===== config.mk =====
export PLATFORM = sky130hd
export DESIGN_NAME = bsc_divider
export DESIGN_NICKNAME = d
export VERILOG_FILES = /design/src/hdl/barometric_sensor_compensation_macros.svh /design/src/hdl/bsc_pkg.sv /design/src/hdl/bsc_div_cell.sv /design/src/hdl/bsc_divider.sv
export SDC_FILE = /design/constraint.sdc
export NUM_CORES = 2
export LEC_CHECK = 0
export BUFFER_PORTS_ARGS = -buffer_cell sky130_fd_sc_hd__buf_2
export CAP_MARGIN = 15
export CORE_ASPECT_RATIO = 1.2
export CORE_MARGIN = 8
export CORE_UTILIZATION = 45
export DETAILED_ROUTE_END_ITERATION = 12
export PLACE_DENSITY = 0.7
export SLEW_MARGIN = 40
export SYNTH_ARGS = -nofsm -noshare
export SYNTH_HDL_FRONTEND = slang
export SYNTH_SLANG_ARGS = --single-unit

===== constraint.sdc =====
create_clock -name clk -period 5.1 [get_ports clk]
set_input_delay 1.02 -clock clk [delete_from_list [all_inputs] [get_ports clk]]
set_output_delay 1.02 -clock clk [all_outputs]
set_load 0.005 [all_outputs]

===== src/hdl/barometric_sensor_compensation_macros.svh =====
// Assertion macros shared by the compensation RTL.
`ifndef BAROMETRIC_SENSOR_COMPENSATION_MACROS_SVH
`define BAROMETRIC_SENSOR_COMPENSATION_MACROS_SVH

// Same-cycle implication, disabled in reset.
`define BSC_ASSERT_IMPL(label, clk, rst, ante, cons) \
  label: assert property (@(posedge clk) disable iff (rst) (ante) |-> (cons)) \
    else $error("implication check failed");

// Next-cycle implication, disabled in reset.
`define BSC_ASSERT_NEXT(label, clk, rst, ante, cons) \
  label: assert property (@(posedge clk) disable iff (rst) (ante) |=> (cons)) \
    else $error("next-cycle check failed");

`endif


===== src/hdl/bsc_pkg.sv =====
// Types and constants of the barometric compensation block.
package bsc_pkg;

  localparam int TDIV_W = 27;  // |mc*2048| fits 27 bits
  localparam int PDIV_W = 32;  // unsigned 32-bit pressure quotient
  localparam int CFG_W  = 64;

  localparam logic signed [31:0] C_B6_BIAS  = 32'sd4000;
  localparam logic signed [31:0] C_P_K1     = 32'sd3038;
  localparam logic signed [31:0] C_P_K2     = -32'sd7357;
  localparam logic signed [31:0] C_P_K3     = 32'sd3791;
  localparam logic [31:0]        C_B7_K     = 32'd50000;
  localparam logic [31:0]        C_B7_BIG   = 32'h8000_0000;
  localparam logic signed [31:0] C_B4_BIAS  = 32'sd32768;
  localparam logic signed [33:0] C_PA_MAX   = 34'sd1048575;

  typedef enum logic [2:0] {
    REG_TEMP_CAL   = 3'd0,
    REG_PCAL_A     = 3'd1,
    REG_PCAL_B     = 3'd2,
    REG_OSS        = 3'd3,
    REG_P_OFFSET   = 3'd4
  } reg_index_t;

  typedef enum logic [1:0] {
    ST_OK   = 2'd0,
    ST_TDIV = 2'd1,
    ST_BDIV = 2'd2
  } status_t;

  typedef struct packed {
    logic [15:0] raw_temperature;
    logic [23:0] raw_pressure;
  } in_item_t;

  typedef struct packed {
    logic signed [15:0] temperature_tenths;
    logic [19:0]        pressure_pa;
    logic [1:0]         status;
  } out_item_t;

  // sideband riding through the temperature divider
  typedef struct packed {
    logic signed [16:0] x1;
    logic [18:0]        up;
    logic               neg;
    logic               dz;
  } tdiv_side_t;

  // sideband riding through the pressure divider
  typedef struct packed {
    logic signed [15:0] t;
    logic               dz;
    logic               bz;
    logic               big;
  } pdiv_side_t;

endpackage


===== src/hdl/bsc_div_cell.sv =====
// One restoring-division step: one quotient bit per cell.
module bsc_div_cell import bsc_pkg::*; #(
  parameter int W = PDIV_W,
  parameter type side_t = logic
) (
  input  logic         clk,
  input  logic         rst,
  input  logic         en,
  input  logic         v_in,
  input  logic [W-1:0] r_in,
  input  logic [W-1:0] nq_in,
  input  logic [W-1:0] d_in,
  input  side_t        side_in,
  output logic         v_out,
  output logic [W-1:0] r_out,
  output logic [W-1:0] nq_out,
  output logic [W-1:0] d_out,
  output side_t        side_out
);

  logic [W:0]   trial;
  logic [W:0]   diff;
  logic         ge;

  always_comb begin
    trial = {r_in, nq_in[W-1]};
    diff  = trial - {1'b0, d_in};
    ge    = ~diff[W];
  end

  always_ff @(posedge clk) begin
    if (rst) begin
      v_out <= 1'b0;
    end else if (en) begin
      v_out <= v_in;
    end
  end

  always_ff @(posedge clk) begin
    if (en) begin
      r_out    <= ge ? diff[W-1:0] : trial[W-1:0];
      nq_out   <= {nq_in[W-2:0], ge};
      d_out    <= d_in;
      side_out <= side_in;
    end
  end

endmodule


===== src/hdl/bsc_divider.sv =====
// Unsigned divider built as a row of W step cells.
module bsc_divider import bsc_pkg::*; #(
  parameter int W = PDIV_W,
  parameter type side_t = logic
) (
  input  logic         clk,
  input  logic         rst,
  input  logic         en,
  input  logic         v_in,
  input  logic [W-1:0] num,
  input  logic [W-1:0] den,
  input  side_t        side_in,
  output logic         v_out,
  output logic [W-1:0] quo,
  output side_t        side_out
);

  logic         v  [0:W];
  logic [W-1:0] r  [0:W];
  logic [W-1:0] nq [0:W];
  logic [W-1:0] d  [0:W];
  side_t        s  [0:W];

  assign v[0]  = v_in;
  assign r[0]  = '0;
  assign nq[0] = num;
  assign d[0]  = den;
  assign s[0]  = side_in;

  for (genvar i = 0; i < W; i++) begin : g_cell
    bsc_div_cell #(.W(W), .side_t(side_t)) u_cell (
      .clk(clk), .rst(rst), .en(en),
      .v_in(v[i]), .r_in(r[i]), .nq_in(nq[i]), .d_in(d[i]), .side_in(s[i]),
      .v_out(v[i+1]), .r_out(r[i+1]), .nq_out(nq[i+1]), .d_out(d[i+1]),
      .side_out(s[i+1])
    );
  end

  assign v_out    = v[W];
  assign quo      = nq[W];
  assign side_out = s[W];

endmodule


==> results.md <==
* Status: completed
* Clk_lat worst skew at 0.93 ns
* Share of post-route cells with drive strength above 1 at 12.7%
* Filler cells at 29,500
* Worst reg2reg endpoint: g_cell[25].u_cell.r_out[25]
* R2r setup slk at 0.64 ns
* Cell depth of the worst hold path at 1
* Switching pwr at 40.3 mW
* Final wirelength at 309,000 um
* CTS max path bufs at 4
* Synth cell types at between 100 and 150
* Vias in the first global route at 96,900
* Data required, critical path at roughly 5.7 ns
* Cell Pwr Density at approximately 670 nW/um2
* Worst setup SP type: flop
* Post-CTS Repair Setup Buffers at 0
* Final Cycle Share at 87.4%
* Via/cell ratio at roughly 5.4
* Post-synthesis adder-cell area fraction at 8.32%
* Largest family of logic cells by synthesized area: compound AO/OA/AOI/OAI gates
* Slew Limit Fails at 0
* Crit Path Category: reg -> reg
* XOR/XNOR Fraction of Synth Area at 4.66%
* Synth async-reset ratio at 0%
* Final std cells w/o fill at between 15,000 and 20,000
* Internal power at 75.4 mW
* First-pass GRT wire length at between 400,000 and 500,000 um
* Num CTS Buffers at 324
* Initial DRT Pass Iterations at 6
* Nets@finish at 13,500
* Leak at 69.7 nW
* Total grt overflow at 0
* Slowest cell delay on critical path at 0.60 ns
* Mean Syn Cell Area at 13.0 um2
* Rel. slew slack at 41.2%
* Largest net degree at the start of global routing at 151
* Final hold violations at 0
* DRC Markers at 0
* Post-CTS sizing at 0
* Critical path's slowest cell: or4b_2
* Post-synthesis mux area share at 6.97%
* Area grow syn2layout at 11.0%
* Hold crit path type: in -> reg
* Htree depth at 5
* Comb power frac at 45.7%
* Root Driver: clkbuf_16
* RSZ-0062 raised after global routing: no
* Sequential-to-total area share from yosys stat at 58.7%
* Worst setup EP type: flop
* Reg power frac at 34.3%
* TritonCTS Sinks at 3,072
* Core footprint at roughly 350,000 um2
* Clock transition at the registers of the reported paths at 0.06 ns
* Synth Instances at 12,000
* Die Width at 555 um
* Final ANT Viol Nets at 0
* Most frequent cells in the layout: edfxtp_1 (3,040), inv_1 (1,223), ha_1 (993), a21oi_1 (803), mux2_2 (740)
* Commonest non-fill, non-tap cell in the layout: edfxtp_1
* Crit-path most repeated cell: a21oi_1
* Cell Chain, Critical Path: ha_1 -> nand2_1 -> or4b_2 -> o21ai_0 -> a211oi_1 -> a21oi_1 -> o221ai_1 -> a21oi_1 -> o31ai_1 -> buf_4 -> xor2_4 -> buf_12 -> mux2_2
* Yosys reg bits at 3,072
* HPWL Detailed at between 200,000 and 250,000 um
* Max cap viols at 0
* Max Fclk at roughly 220 MHz
* Synth area leaders: edfxtp_1 (58%), ha_1 (7.9%), mux2_2 (5.3%), xnor2_1 (3.2%), inv_1 (2.9%)
* Area share of the leading cell type in the synthesized netlist at 58.3%
* Gr usage total at between 10% and 20%
* Slew at the pin closest to its max-slew limit at 0.876 ns
* Vias at 92,900
* CTS tree: done
* YS warnings at 0
* Reg2reg path depth at 13
* Count of input and output buffers at 102
* VDD IR-drop max at roughly 620 uV
* Placed Instances at 16,600
* Setup violations, final at 0
* Reg2reg start: g_cell[24].u_cell.r_out[6]
* Synth Flop Type: edfxtp_1
* Critical path arrival at 5.07 ns
* Die height at 662 um
* Worst Hold End: g_cell[0].u_cell.nq_out[26]
* Power consumption at 116 mW
* Site Rows at 237
* CP max FO at 33
* Ports at 103
* Violation count after the first detailed-route iteration at 4,226
* RePlAce Congestion at 0.916
* CTS Hold Bufs at 0
* Synth Area in Compound Gates at 11.6%
* Setup TNS at 0 ns
* Starting Density at a little under half
* Min-Delay Startpoint: num[25]
* Antenna violations before repair at 4
* Sw frac at 34.8%
* Cell Area, Synth at 157,000 um2
* Crit path time final at ~4.5 ns
* Die Area at around 370,000 um2
* Clock network power share at 20.0%
* Cell taking the most area after synthesis: edfxtp_1
* Clock Skew at 0.0797 ns
* Wire per inst at 18.0 um
* Simple-Gate Fraction of Synth Area at under 10%
* Post-synth EDFFs at a little over 3,000
[cell usage after synthesis (all sizes together) (23+ instances only)]
cell and count:
edfxtp 3040, inv 1225, ha 993, mux2 849, a21oi 806, xnor2 568, a21o 521, nor2 499
o21ai 464, nand2 462, xor2 259, nand3 204, o21a 166, clkbuf 165, nor2b 145, a31oi 130
mux2i 117, nand4 111, and3 109, nor3 102, nand2b 101, buf 88, o21bai 88, o31ai 70
a211oi 59, o211ai 49, and2 38, a21boi 36, o31a 35, dfxtp 32, fa 30, nor4 28
a31o 27, o2111ai 25, or3 25, o41ai 24, a2111oi 23
[registers in the layout, indices dropped and copies added (netlist names)]
register,cells
g_cell.u_cell.d_out,992
g_cell.u_cell.nq_out,1024
g_cell.u_cell.r_out,992
g_cell.u_cell.side_out,32
g_cell.u_cell.v_out,32
[power groups by stage]
stage	logic [mW]	registers [mW]	clock network, mW
2_1_floorplan	41.3	38.6	0
3_3_place_gp	51.8	40.2	0
3_5_place_dp	52.7	40.2	0
4_1_cts	53.1	39.7	23.8
5_1_grt	58.0	40.2	24.7
6_report	52.9	39.7	23.1
[critical path: cells and delay by family (launching register included)]
family                   cells  cell delay [ns]
flip-flops                   1             0.39
AND/OR/NAND/NOR              2             0.70
XOR/XNOR                     1             0.14
multiplexers                 1             0.36
AO/OA/AOI/OAI                6             1.80
buffers and inverters        2             0.39
adder cells (fa/ha/maj)      1             0.34
[worst max-delay path by stage]
stage / from / endpoint / slack (ns) / depth (start not counted)
after floorplan: g_cell[21].u_cell.d_out[0] / g_cell[22].u_cell.r_out[10] / 1.44 / 15
after global placement: g_cell[7].u_cell.d_out[0] / g_cell[8].u_cell.r_out[31] / 0.37 / 12
after detailed placement: g_cell[13].u_cell.nq_out[31] / g_cell[14].u_cell.r_out[11] / 0.61 / 14
after CTS: g_cell[17].u_cell.d_out[0] / g_cell[18].u_cell.r_out[26] / 0.58 / 13
after global routing: g_cell[13].u_cell.nq_out[31] / g_cell[14].u_cell.r_out[31] / 0.37 / 14
final: g_cell[24].u_cell.r_out[6] / g_cell[25].u_cell.r_out[25] / 0.64 / 13
[through the flow]
| step | setup slack (ns) | cell area (um2) | hold WS (ns) | util, % |
|---|---|---|---|---|
| 2_1_floorplan | 1.44 | 157000 | 0.400 | - |
| 3_3_place_gp | 0.366 | 163000 | 0.400 | 47.1 |
| 3_5_place_dp | 0.607 | 163000 | 0.405 | 47.1 |
| 4_1_cts | 0.580 | 174000 | 0.181 | 50.1 |
| 5_1_grt | 0.368 | 174000 | 0.206 | 50.1 |
| 6_report | 0.644 | 174000 | 0.282 | 50.1 |
[layer usage]
layer	vias up	global-route usage, %	part of all wire (%)
li1	45600	-	-
met2	1576	33.5	57
met1	44700	14.0	33
met3	998	2.24	3.0
met4	4	10.9	7.5
met5	-	0	0.0071
[logic make-up (layout without fill, tap and decap cells)]
| family | count (synthesis) | in the layout |
|---|---|---|
| adder cells (fa/ha/maj) | 1023 | 1023 |
| buffers and inverters | 1478 | 2036 |
| AND/OR/NAND/NOR | 1921 | 1921 |
| XOR/XNOR | 827 | 827 |
| AO/OA/AOI/OAI | 2758 | 2758 |
| other | 1 | 16 |
| flip-flops | 3072 | 3072 |
| multiplexers | 966 | 966 |
[cell type report]
type	instances	area [um2]	area share [%]
repair buffers	238	2060	1.18
flip-flops and latches	3072	91900	52.9
diodes	1	2.50	0.00144
clock inverters	187	1920	1.11
well taps	4541	5680	3.27
inverters	1225	4610	2.65
multi-input cells	7510	59200	34.1
clock buffers	386	8400	4.84
No activity file was read; power rests on OpenSTA's default activity.
